**src/rtl/imlt_pkg.sv**
```systemverilog
package imlt_pkg;

    // Table geometry
    localparam int ENTRIES = 16;
    localparam int IDX_W   = (ENTRIES > 1) ? $clog2(ENTRIES) : 1;
    localparam int CNT_W   = $clog2(ENTRIES + 1);

    // Field widths
    localparam int MODE_W  = 2;
    localparam int IP_W    = 32;
    localparam int MAC_W   = 48;
    localparam int TTLI_W  = 32;
    localparam int NOW_W   = 62;
    localparam int SLOT_W  = 4;
    localparam int COUNT_W = 5;

    // Lease arithmetic: clamped seconds fit in 20 bits, product in 40,
    // expiry (now plus product) in 63.
    localparam int TTL_W  = 20;
    localparam int PROD_W = 40;
    localparam int EXP_W  = 63;

    localparam logic [TTL_W-1:0] TTL_MAX_S = 20'd604800;
    localparam logic [TTL_W-1:0] US_PER_S  = 20'd1000000;

    // Request modes
    localparam logic [MODE_W-1:0] MODE_LEARN  = 2'd0;
    localparam logic [MODE_W-1:0] MODE_LOOKUP = 2'd1;
    localparam logic [MODE_W-1:0] MODE_CLEAR  = 2'd2;
    localparam logic [MODE_W-1:0] MODE_COUNT  = 2'd3;

    // Address filters
    localparam logic [3:0] IP_MCAST_NIBBLE = 4'hE;
    localparam int         MAC_GROUP_BIT   = 40;

    typedef struct packed {
        logic [MODE_W-1:0] mode;
        logic [IP_W-1:0]   ip;
        logic [MAC_W-1:0]  mac;
        logic [TTLI_W-1:0] lease_s;
        logic [NOW_W-1:0]  now_us;
    } t_in;

    typedef struct packed {
        logic               found;
        logic [MAC_W-1:0]   found_mac;
        logic               accepted;
        logic [SLOT_W-1:0]  slot;
        logic [COUNT_W-1:0] entry_count;
    } t_out;

    // One table entry as stored in the RAM
    typedef struct packed {
        logic [IP_W-1:0]  ip;
        logic [MAC_W-1:0] mac;
        logic [EXP_W-1:0] expiry;
    } t_entry;

    // RAM write port
    typedef struct packed {
        logic             we;
        logic [IDX_W-1:0] addr;
        t_entry           data;
    } t_ram_wr;

    // Finished result offered by the engine
    typedef struct packed {
        logic done;
        t_out data;
    } t_res_if;

    function automatic logic ip_usable(logic [IP_W-1:0] ip);
        return (ip != '0) && (ip != '1) && (ip[IP_W-1 -: 4] != IP_MCAST_NIBBLE);
    endfunction

    function automatic logic mac_usable(logic [MAC_W-1:0] mac);
        return (mac != '0) && !mac[MAC_GROUP_BIT];
    endfunction

endpackage

```
**src/rtl/ip_mac_learning_table_with_aging.sv**
```systemverilog
// IPv4-to-MAC binding table with lease expiry, ENTRIES slots (16). One request
// is in work at a time; the input stalls from the cycle after acceptance until
// the result is handed to the output register. Learn, lookup and count walk
// the entry RAM through its single read port, one entry per cycle; a clear
// or a rejected learn does not walk it and goes straight to the result.
// A lookup hit or a learn match ends the walk early. The output register
// holds one finished result, so a new request is taken while it waits.
module ip_mac_learning_table_with_aging (
    input  logic           i_clk,
    input  logic           i_rst_n,
    input  logic           i_in_valid,
    output logic           o_in_stall,
    input  imlt_pkg::t_in  i_in,
    output logic           o_out_valid,
    input  logic           i_out_stall,
    output imlt_pkg::t_out o_out
);

    logic                              idle;
    logic                              take;
    imlt_pkg::t_res_if                 res;
    imlt_pkg::t_ram_wr                 ram_wr;
    logic [imlt_pkg::IDX_W-1:0]        ram_raddr;
    imlt_pkg::t_entry                  ram_rdata;
    logic                              r_out_valid;
    imlt_pkg::t_out                    r_out;

    imlt_engine u_engine (
        .i_clk    (i_clk),
        .i_rst_n  (i_rst_n),
        .i_start  (i_in_valid && idle),
        .i_req    (i_in),
        .o_idle   (idle),
        .o_res    (res),
        .i_take   (take),
        .o_ram_wr (ram_wr),
        .o_raddr  (ram_raddr),
        .i_rdata  (ram_rdata)
    );

    imlt_ram #(
        .DEPTH  (imlt_pkg::ENTRIES),
        .ADDR_W (imlt_pkg::IDX_W),
        .DATA_W ($bits(imlt_pkg::t_entry))
    ) u_ram (
        .i_clk   (i_clk),
        .i_we    (ram_wr.we),
        .i_waddr (ram_wr.addr),
        .i_wdata (ram_wr.data),
        .i_raddr (ram_raddr),
        .o_rdata (ram_rdata)
    );

    assign o_in_stall = !idle;

    // Output register: loads when empty or being drained
    assign take = res.done && (!r_out_valid || !i_out_stall);

    always_ff @(posedge i_clk) begin
        if (!i_rst_n) begin
            r_out_valid <= 1'b0;
        end else if (take) begin
            r_out_valid <= 1'b1;
        end else if (!i_out_stall) begin
            r_out_valid <= 1'b0;
        end
        if (take) begin
            r_out <= res.data;
        end
    end

    assign o_out_valid = r_out_valid;
    assign o_out       = r_out;

endmodule

```
**src/rtl/imlt_ram.sv**
```systemverilog
// Simple dual-port RAM, one write and one registered read per cycle.
module imlt_ram #(
    parameter int DEPTH  = 16,
    parameter int ADDR_W = 4,
    parameter int DATA_W = 8
) (
    input  logic              i_clk,
    input  logic              i_we,
    input  logic [ADDR_W-1:0] i_waddr,
    input  logic [DATA_W-1:0] i_wdata,
    input  logic [ADDR_W-1:0] i_raddr,
    output logic [DATA_W-1:0] o_rdata
);

    logic [DATA_W-1:0] r_mem [DEPTH];
    logic [DATA_W-1:0] r_rdata;

    // Write port
    always_ff @(posedge i_clk) begin
        if (i_we) begin
            r_mem[i_waddr] <= i_wdata;
        end
    end

    // Read port, registered
    always_ff @(posedge i_clk) begin
        r_rdata <= r_mem[i_raddr];
    end

    assign o_rdata = r_rdata;

endmodule

```
**src/rtl/imlt_engine.sv**
```systemverilog
// Request sequencer: walks the entry RAM one entry per cycle, keeps the
// valid bits, and writes back the chosen entry on learn.
module imlt_engine (
    input  logic                                 i_clk,
    input  logic                                 i_rst_n,
    input  logic                                 i_start,
    input  imlt_pkg::t_in                        i_req,
    output logic                                 o_idle,
    output imlt_pkg::t_res_if                    o_res,
    input  logic                                 i_take,
    output imlt_pkg::t_ram_wr                    o_ram_wr,
    output logic [imlt_pkg::IDX_W-1:0]           o_raddr,
    input  imlt_pkg::t_entry                     i_rdata
);

    typedef enum logic [1:0] {
        ST_IDLE,
        ST_SCAN,
        ST_WRITE,
        ST_FINISH
    } t_state;

    localparam logic [imlt_pkg::IDX_W-1:0] LAST_IDX =
        imlt_pkg::IDX_W'(imlt_pkg::ENTRIES - 1);

    t_state                              r_state, n_state;
    imlt_pkg::t_in                       r_req, n_req;
    logic [imlt_pkg::PROD_W-1:0]         r_prod, n_prod;
    logic [imlt_pkg::EXP_W-1:0]          r_expiry, n_expiry;
    logic [imlt_pkg::IDX_W-1:0]          r_idx, n_idx;
    logic                                r_have, n_have;
    logic [imlt_pkg::IDX_W-1:0]          r_pick, n_pick;
    logic [imlt_pkg::IDX_W-1:0]          r_oldest, n_oldest;
    logic [imlt_pkg::EXP_W-1:0]          r_oldest_exp, n_oldest_exp;
    logic [imlt_pkg::CNT_W-1:0]          r_cnt, n_cnt;
    logic [imlt_pkg::ENTRIES-1:0]        r_valid, n_valid;
    imlt_pkg::t_out                      r_res, n_res;

    logic                                e_valid;
    logic                                e_ip_hit;
    logic                                e_mac_hit;
    logic                                e_expired;
    logic                                last;
    logic [imlt_pkg::TTL_W-1:0]          ttl_clamp;

    // Entry under evaluation: RAM data arrived for r_idx this cycle
    assign e_valid   = r_valid[r_idx];
    assign e_ip_hit  = (i_rdata.ip == r_req.ip);
    assign e_mac_hit = (i_rdata.mac == r_req.mac);
    assign e_expired = (i_rdata.expiry <= imlt_pkg::EXP_W'(r_req.now_us));
    assign last      = (r_idx == LAST_IDX);

    // Lease clamped to one week
    assign ttl_clamp = (i_req.lease_s > imlt_pkg::TTLI_W'(imlt_pkg::TTL_MAX_S)) ?
                       imlt_pkg::TTL_MAX_S : i_req.lease_s[imlt_pkg::TTL_W-1:0];

    // Next-state logic
    always_comb begin
        n_state      = r_state;
        n_req        = r_req;
        n_prod       = r_prod;
        n_expiry     = r_expiry;
        n_idx        = r_idx;
        n_have       = r_have;
        n_pick       = r_pick;
        n_oldest     = r_oldest;
        n_oldest_exp = r_oldest_exp;
        n_cnt        = r_cnt;
        n_valid      = r_valid;
        n_res        = r_res;

        case (r_state)
            ST_IDLE: begin
                if (i_start) begin
                    n_req        = i_req;
                    n_prod       = imlt_pkg::PROD_W'(ttl_clamp) *
                                   imlt_pkg::PROD_W'(imlt_pkg::US_PER_S);
                    n_idx        = '0;
                    n_have       = 1'b0;
                    n_pick       = '0;
                    n_oldest     = '0;
                    n_oldest_exp = '1;
                    n_cnt        = '0;
                    n_res        = '0;
                    case (i_req.mode)
                        imlt_pkg::MODE_CLEAR: begin
                            n_valid = '0;
                            n_state = ST_FINISH;
                        end
                        imlt_pkg::MODE_LEARN: begin
                            if (imlt_pkg::ip_usable(i_req.ip) &&
                                imlt_pkg::mac_usable(i_req.mac)) begin
                                n_state = ST_SCAN;
                            end else begin
                                n_state = ST_FINISH;
                            end
                        end
                        default: begin
                            n_state = ST_SCAN;
                        end
                    endcase
                end
            end

            ST_SCAN: begin
                n_expiry = imlt_pkg::EXP_W'(r_req.now_us) + imlt_pkg::EXP_W'(r_prod);
                n_idx    = last ? r_idx : r_idx + imlt_pkg::IDX_W'(1);
                case (r_req.mode)
                    imlt_pkg::MODE_LEARN: begin
                        if (e_valid && (e_ip_hit || e_mac_hit)) begin
                            // existing binding for this ip or mac is refreshed
                            n_pick  = r_idx;
                            n_state = ST_WRITE;
                        end else begin
                            if (!r_have && (!e_valid || e_expired)) begin
                                n_have = 1'b1;
                                n_pick = r_idx;
                            end
                            if (e_valid && (i_rdata.expiry < r_oldest_exp)) begin
                                n_oldest     = r_idx;
                                n_oldest_exp = i_rdata.expiry;
                            end
                            if (last) begin
                                if (!n_have) begin
                                    n_pick = n_oldest;
                                end
                                n_state = ST_WRITE;
                            end
                        end
                    end
                    imlt_pkg::MODE_LOOKUP: begin
                        // expired entries are retired up to the first hit
                        if (e_valid && e_expired) begin
                            n_valid[r_idx] = 1'b0;
                        end
                        if (e_valid && !e_expired && e_ip_hit) begin
                            n_res.found     = 1'b1;
                            n_res.found_mac = i_rdata.mac;
                            n_res.slot      = imlt_pkg::SLOT_W'(r_idx);
                            n_state         = ST_FINISH;
                        end else if (last) begin
                            n_state = ST_FINISH;
                        end
                    end
                    default: begin
                        // count live entries
                        if (e_valid && !e_expired) begin
                            n_cnt = r_cnt + imlt_pkg::CNT_W'(1);
                        end
                        if (last) begin
                            n_res.entry_count = imlt_pkg::COUNT_W'(n_cnt);
                            n_state           = ST_FINISH;
                        end
                    end
                endcase
            end

            ST_WRITE: begin
                n_valid[r_pick] = 1'b1;
                n_res.accepted  = 1'b1;
                n_res.slot      = imlt_pkg::SLOT_W'(r_pick);
                n_state         = ST_FINISH;
            end

            ST_FINISH: begin
                if (i_take) begin
                    n_state = ST_IDLE;
                end
            end

            default: begin
                n_state = ST_IDLE;
            end
        endcase
    end

    // State, valid bits and working registers
    always_ff @(posedge i_clk) begin
        if (!i_rst_n) begin
            r_state <= ST_IDLE;
            r_valid <= '0;
        end else begin
            r_state <= n_state;
            r_valid <= n_valid;
        end
        r_req        <= n_req;
        r_prod       <= n_prod;
        r_expiry     <= n_expiry;
        r_idx        <= n_idx;
        r_have       <= n_have;
        r_pick       <= n_pick;
        r_oldest     <= n_oldest;
        r_oldest_exp <= n_oldest_exp;
        r_cnt        <= n_cnt;
        r_res        <= n_res;
    end

    // Read the next entry while the current one is evaluated
    assign o_raddr = ((r_state == ST_SCAN) && !last) ? r_idx + imlt_pkg::IDX_W'(1) : '0;

    // Write-back of the learned entry
    assign o_ram_wr.we          = (r_state == ST_WRITE);
    assign o_ram_wr.addr        = r_pick;
    assign o_ram_wr.data.ip     = r_req.ip;
    assign o_ram_wr.data.mac    = r_req.mac;
    assign o_ram_wr.data.expiry = r_expiry;

    assign o_idle     = (r_state == ST_IDLE);
    assign o_res.done = (r_state == ST_FINISH);
    assign o_res.data = r_res;

endmodule

```
**config.mk**
```make
export PLATFORM = sky130hd
export DESIGN_NAME = ip_mac_learning_table_with_aging
export DESIGN_NICKNAME = d
export VERILOG_FILES = /design/src/rtl/imlt_pkg.sv /design/src/rtl/ip_mac_learning_table_with_aging.sv /design/src/rtl/imlt_ram.sv /design/src/rtl/imlt_engine.sv
export SDC_FILE = /design/constraint.sdc
export NUM_CORES = 2
export LEC_CHECK = 0
export CAP_MARGIN = 10
export CORE_UTILIZATION = 48
export CTS_CLUSTER_SIZE = 40
export DETAILED_ROUTE_END_ITERATION = 16
export DONT_BUFFER_PORTS = 1
export PLACE_DENSITY_LB_ADDON = 0.1
export REMOVE_ABC_BUFFERS = 1
export SYNTH_ARGS = -nofsm -noshare
export SYNTH_HDL_FRONTEND = slang
export SYNTH_HIERARCHICAL = 1
export SYNTH_SLANG_ARGS = --single-unit
```
**constraint.sdc**
```tcl
create_clock -name i_clk -period 10.7 [get_ports i_clk]
set_input_delay 1.605 -clock i_clk [delete_from_list [all_inputs] [get_ports i_clk]]
set_output_delay 1.605 -clock i_clk [all_outputs]
set_load 0.01 [all_outputs]
```
After elaboration in Yosys (flattened, before gate mapping) --
Memories as Yosys holds them, arrays and structs flattened. A register that Yosys moved wholly into a read port is not among the register bits. Index checks and enable logic that the tools add are counted.
Operators by class: multiplexer cells 68, $add $sub $neg 3, shift operators 0, bitwise gates (word level) 3, div/mod/pow operators 0, magnitude comparators 7, equality and inequality tests 24, multipliers 1, reductions and logical operators 47
Operator list (number):
- 2-to-1 mux 63 bit | 4
- one-hot mux 63 bit (2 select lines) | 1
- 2-to-1 mux 49 bit | 2
- one-hot mux 49 bit (2 select lines) | 1
- 2-to-1 mux 16 bit | 4
- adder 62 x 40 -> 63 bit | 1
- less-or-equal comparator 63 x 62 -> 1 bit | 1
- < comparator 63 bit | 1
- 2-to-1 mux 59 bit | 1
- 2-to-1 mux 4 bit | 13
- equality test 48 bit | 1
- one-hot mux 16 bit (3 select lines) | 1
- nonzero test 48 bit | 1
- multiplier 20 x 14 -> 34 bit (second input constant) | 1
- equality test 32 bit | 1
- > comparator 32 x 20 -> 1 bit (second input constant) | 1
- != test 32 bit (second input constant) | 1
- nonzero test 32 bit | 1
- 2-to-1 mux 5 bit | 5
- one-hot mux 4 bit (2 select lines) | 3
- 2-to-1 mux 20 bit | 1
- one-hot mux 5 bit (2 select lines) | 2
- bitwise AND 16 bit | 1
- inverter 16 bit | 1
- other kinds (31) | 103
Storage, ports and cells: bits in latches 0, RAM bits 2288, bits of input ports 180, output and inout bits 61, word-level logic and storage cells 179, memories 1, bits in read-only memories 0, register bits 459
Memories:
- u_ram.r_mem | depth 16, bits a word 143, read ports 1, clocked after Yosys merged registers in 1, wr ports 1, line imlt_ram.sv:15 | logic [DATA_W-1:0] r_mem [DEPTH];

Logic depth before layout (Yosys ltp) --
depth in word-level cells 14, gate-level depth with buffers 33, mapped depth without buffers 31

By module --
Netlist, hierarchy kept.
By module, submodules not included:
- imlt_ram | sequential area each 71568.6 um^2, cells each 3741, times used 1, area each 88818.9 um^2
- imlt_engine | sequential area each 11801.3 um^2, cells each 2314, times used 1, area each 26071.3 um^2
- ip_mac_learning_table_with_aging | sequential area each 1791.7 um^2, cells each 65, times used 1, area each 1820.5 um^2

Worst setup path before layout --
Ideal clock, no wire load.
path kind reg-to-reg, from reg u_engine.r_state[0], to mem u_ram/r_mem[0][0] (netlist bit) (enable), path slack -1021 ps, cell stages (with the launch flop) 6, library setup time 820 ps, arrival time 10901 ps, period minus slack after synthesis 11721 ps, required time 9880 ps, path buffers 1, cell sequence dfxtp_1 -> inv_1 -> ha_1 -> buf_4 -> or3b_2 -> nor3_1
RTL lines:
- from (decl) | line imlt_engine.sv:26 | t_state r_state, n_state;
- from (signal assigned) | line imlt_engine.sv:183 | r_state <= n_state;
- to (decl) | line imlt_ram.sv:15

Final worst setup path --
from in i_in[70] (netlist bit), to reg u_engine/r_prod[39] (netlist bit) (data pin)
Between the ends: word-level cells in the longest chain between the ends 3
Ends and longest elaborated chain:
- from (decl) | line ip_mac_learning_table_with_aging.sv:13 | input imlt_pkg::t_in i_in,
- > comparator 32 x 20 -> 1 bit | line imlt_engine.sv:54 | assign ttl_clamp = (i_req.lease_s > imlt_pkg::TTLI_W'(imlt_pkg::TTL_MAX_S)) ?
- 2-to-1 mux 20 bit * | line imlt_engine.sv:54
- multiplier 20 x 14 -> 34 bit * | line imlt_engine.sv:76 | n_prod = imlt_pkg::PROD_W'(ttl_clamp) *
- to (signal assigned) | line imlt_engine.sv:187 | r_prod <= n_prod;
- to (decl) | line imlt_engine.sv:28 | logic [imlt_pkg::PROD_W-1:0] r_prod, n_prod;
Every way passes the cells marked *; elsewhere a longest branch is shown, timed or not. A chain may end at the register's enable or synchronous reset.

==> impl_metrics.env <==
export IMPL_gp_congestion=0.8228
export IMPL_reg2reg_to="u_engine/r_valid[7]$_SDFFE_PN0P_"
export IMPL_numCtsBuffers=318
export IMPL_port_buffers=0
export IMPL_area_growth_pct=11.40
export IMPL_syn_instance_count=6120
export IMPL_grt_start_max_net_pins=167
export IMPL_drcViolationCount=0
export IMPL_dp_slack_ns=1.768
export IMPL_nets=6754
export IMPL_clk_pin_slew_ns=0.05
export IMPL_wl_per_cell_um=29.92
export IMPL_ys_seq_area_share_pct=72.97
export IMPL_startpoint_type="primary input"
export IMPL_synth_edf_count=2728
export IMPL_detail_route_antenna_nets=0
export IMPL_ys_async_sr_fraction_pct=0
export IMPL_synth_ff_type="edfxtp_1"
export IMPL_synthAdderAreaFrac_pct=4.297
export IMPL_insertion_delay_ns=0.93
export IMPL_critical_path_top_delay_family="adder cells"
export IMPL_cp_max_fo=28
export IMPL_rows=180
export IMPL_drt_initial_drc_count=5886
export IMPL_start_util_pct=48.39
export IMPL_drive_gt1_share_pct=18.76
export IMPL_min_to="o_out[22]$_DFFE_PP_"
export IMPL_vias_per_cell=5.993
export IMPL_whs_path_depth=0
export IMPL_layout_setup_ws_ns=2.671
export IMPL_synth_top_family_by_area="multiplexers"
export IMPL_end_kind="flop"
export IMPL_worst_slew_pin_slew_ns=1.395
export IMPL_r2r_cells=12
export IMPL_grt_pass1_wl_mm=417.2
export IMPL_cts_htree_levels=5
export IMPL_syn_area_um2=116700
export IMPL_core_area_um2=241200
export IMPL_antenna_found_initial=19
export IMPL_max_freq_mhz=124.5
export IMPL_num_io_pins=241
export IMPL_yosys_warnings=6
export IMPL_grt_usage_pct=23.64
export IMPL_setup_viol=0
export IMPL_die_area_um2=245100
export IMPL_crit_path_top_delay_cell="fa_1"
export IMPL_finalHoldViolCount=0
export IMPL_vdd_drop_max_mv=0.2000
export IMPL_slew_violations=0
export IMPL_clockRootBuffer="clkbuf_16"
export IMPL_power_density_nw_per_um2=256.5
export IMPL_worstSetupPathType="in2reg"
export IMPL_max_stage_delay_ns=0.58
export IMPL_synthMuxAreaShare_pct=11.35
export IMPL_whs_ns=0.4167
export IMPL_slew_headroom_pct=7.011
export IMPL_die_h_um=495.1
export IMPL_crit_required_ns=11.34
export IMPL_drt_pass1_iter_count=5
export IMPL_synth_cell_type_count=84
export IMPL_p_leak_nw=43.03
export IMPL_startpoint="i_in[70]"
export IMPL_die_w_um=495.1
export IMPL_synth_compound_area_share_pct=4.169
export IMPL_hpwlAfterDp_mm=160.9
export IMPL_ctsResizeCount=0
export IMPL_critPathBufInv=6
export IMPL_clock_skew_final_ns=0.06407
export IMPL_fin_crit_sh_pct=75.04
export IMPL_clock_path_buffers=4
export IMPL_crit_arrival_ns=8.67
export IMPL_cts_setup_buffers=0
export IMPL_r2r_start="u_engine/r_req[6]$_DFFE_PP_"
export IMPL_status="finished, final reports clean"
export IMPL_cts_tree="done"
export IMPL_ys_ff_latch=2890
export IMPL_avgSynthCellArea_um2=19.07
export IMPL_regToRegSetupSlack_ns=5.09
export IMPL_dr_total_vias=57830
export IMPL_synth_xor_area_share_pct=1.268
export IMPL_max_cap_violations=0
export IMPL_grt_ovfl_total=0
export IMPL_hold_class="reg2reg"
export IMPL_wirelength_mm=288.7
export IMPL_hp_start="u_engine/o_res[22]$_SDFFCE_PN0P_"
export IMPL_synthSimpleGateAreaFrac_pct=3.458
export IMPL_rsz0062_at_grt="false"
export IMPL_clkSinkCount=2890
export IMPL_final_min_clock_period_ns=8.029
export IMPL_grt_pass1_vias=58510
export IMPL_holdBufCountCts=0
area by class of cell:
cell class	count	area, um^2
clock buffer	451	8947
fill	18650	111200
sequential	2890	85160
antenna	9	22.52
tap	3185	3985
timing repair buffer	105	1001
clock inverter	108	954.7
inverter	275	1032
multi-input combinational	2627	28910
layout by cell type, fill, tap and decap left out, types with 69 or more instances in the layout:
cell type,Yosys,layout
a21o_1,91,91
a21oi_1,112,111
a22oi_1,248,248
buf_4,129,88
clkbuf_1,114,93
clkbuf_16,0,326
dfxtp_1,162,162
edfxtp_1,2728,2728
fa_1,73,73
ha_1,284,283
inv_1,275,275
mux2_2,70,70
mux4_2,540,540
nand2_1,190,190
nand2b_1,107,107
nor2_1,98,80
o21ai_0,69,69
xnor2_1,69,69
xor2_1,100,100
layer usage:
metal	part of all wire [%]	GRT usage, %	vias to the layer above
li1	-	-	24590
met5	0.014	0	-
met2	47	37.11	1806
met4	2.1	5.594	6
met3	5.7	3.491	401
met1	45	35.01	31030
how the worst max path moves through the flow:
| stage | endpoint | cells after the start |
|---|---|---|
| floorplan | u_ram/o_rdata[10]$_DFF_P_ | 7 |
| global placement | u_engine/r_prod[39]$_DFFE_PP_ | 29 |
| detailed placement | u_engine/r_prod[39]$_DFFE_PP_ | 30 |
| CTS | u_engine/r_prod[39]$_DFFE_PP_ | 30 |
| global route | u_engine/r_prod[39]$_DFFE_PP_ | 29 |
| finish | u_engine/r_prod[39]$_DFFE_PP_ | 30 |
Yosys cell counts, types with 5 or more instances:
master | n | area (um^2)
xor2_1 | 100 | 875.8
a221oi_1 | 17 | 148.9
a31oi_1 | 11 | 68.82
buf_2 | 69 | 345.3
nor4_1 | 51 | 319.1
a21boi_0 | 8 | 60.06
or3_1 | 10 | 62.56
a21oi_1 | 112 | 560.5
a21o_1 | 91 | 683.2
buf_1 | 7 | 26.28
nor3_1 | 37 | 185.2
buf_6 | 9 | 101.4
fa_1 | 73 | 1461
inv_1 | 275 | 1032
o221ai_1 | 25 | 219.0
o21bai_1 | 14 | 105.1
o22ai_1 | 5 | 31.28
nand2_1 | 190 | 713.2
dfxtp_1 | 162 | 3243
a22oi_1 | 248 | 1862
o21a_1 | 21 | 157.7
nor2b_1 | 54 | 337.8
mux4_2 | 540 | 12160
edfxtp_1 | 2728 | 81920
o21ai_1 | 5 | 25.02
mux2_2 | 70 | 788.3
nand2b_1 | 107 | 669.4
o22a_1 | 5 | 43.79
clkbuf_1 | 114 | 427.9
o21ai_0 | 69 | 345.3
or2_2 | 9 | 56.30
nand3_1 | 52 | 260.3
and3_1 | 13 | 81.33
a211oi_1 | 13 | 97.59
nor2_1 | 98 | 367.9
ha_1 | 284 | 3553
buf_4 | 129 | 968.4
o211ai_1 | 5 | 37.54
and2_1 | 71 | 444.2
a2111oi_0 | 5 | 43.79
xnor2_1 | 69 | 604.3
mux2i_1 | 30 | 300.3
nand4_1 | 47 | 294.0
stage by stage:
stage                TNS, ns  cell area, um^2  power [W]  instances  utilization, %
finish                     0           130000    0.03335       9650           53.90
global route               0           130000    0.03473       9646           53.90
CTS                        0           130000    0.03368       9641           53.89
detailed placement         0           120100    0.02321       9082           49.79
global placement           0           120100    0.02310       9082           49.79
floorplan           -6068.71           114800    0.02169       5792               -
state kept, by name, indices dropped and copies added (netlist names):
signal,cells
u_engine/r_idx,4
u_engine/r_have,1
u_engine/r_oldest_exp,63
u_engine/r_req,64
u_engine/r_cnt,5
u_engine/o_res,59
u_ram/r_mem,2288
u_engine/r_pick,4
u_engine/r_expiry,63
u_engine/r_oldest,4
o_out_valid,1
u_engine/r_prod,34
u_engine/o_ram_wr,80
u_engine/r_state,2
o_out,59
u_ram/o_rdata,143
u_engine/r_valid,16
logic make-up after synthesis:
| logic type | Yosys count |
|---|---|
| flops | 2890 |
| mux | 640 |
| simple gates | 768 |
| buf+inv | 603 |
| fa+ha+maj | 357 |
| xor+xnor | 169 |
| compound gates | 693 |
power by group:
part	internal [W]	switching (W)	total (W)	leakage, nW
Clock	0.00619	0.00426	0.0105	4.85
Combinational	0.00277	0.00413	0.00690	12.2
Sequential	0.0147	0.00135	0.0160	25.9
Total	0.0236	0.00974	0.0334	43.0
Note: power is estimated with default switching activity, not from simulation.
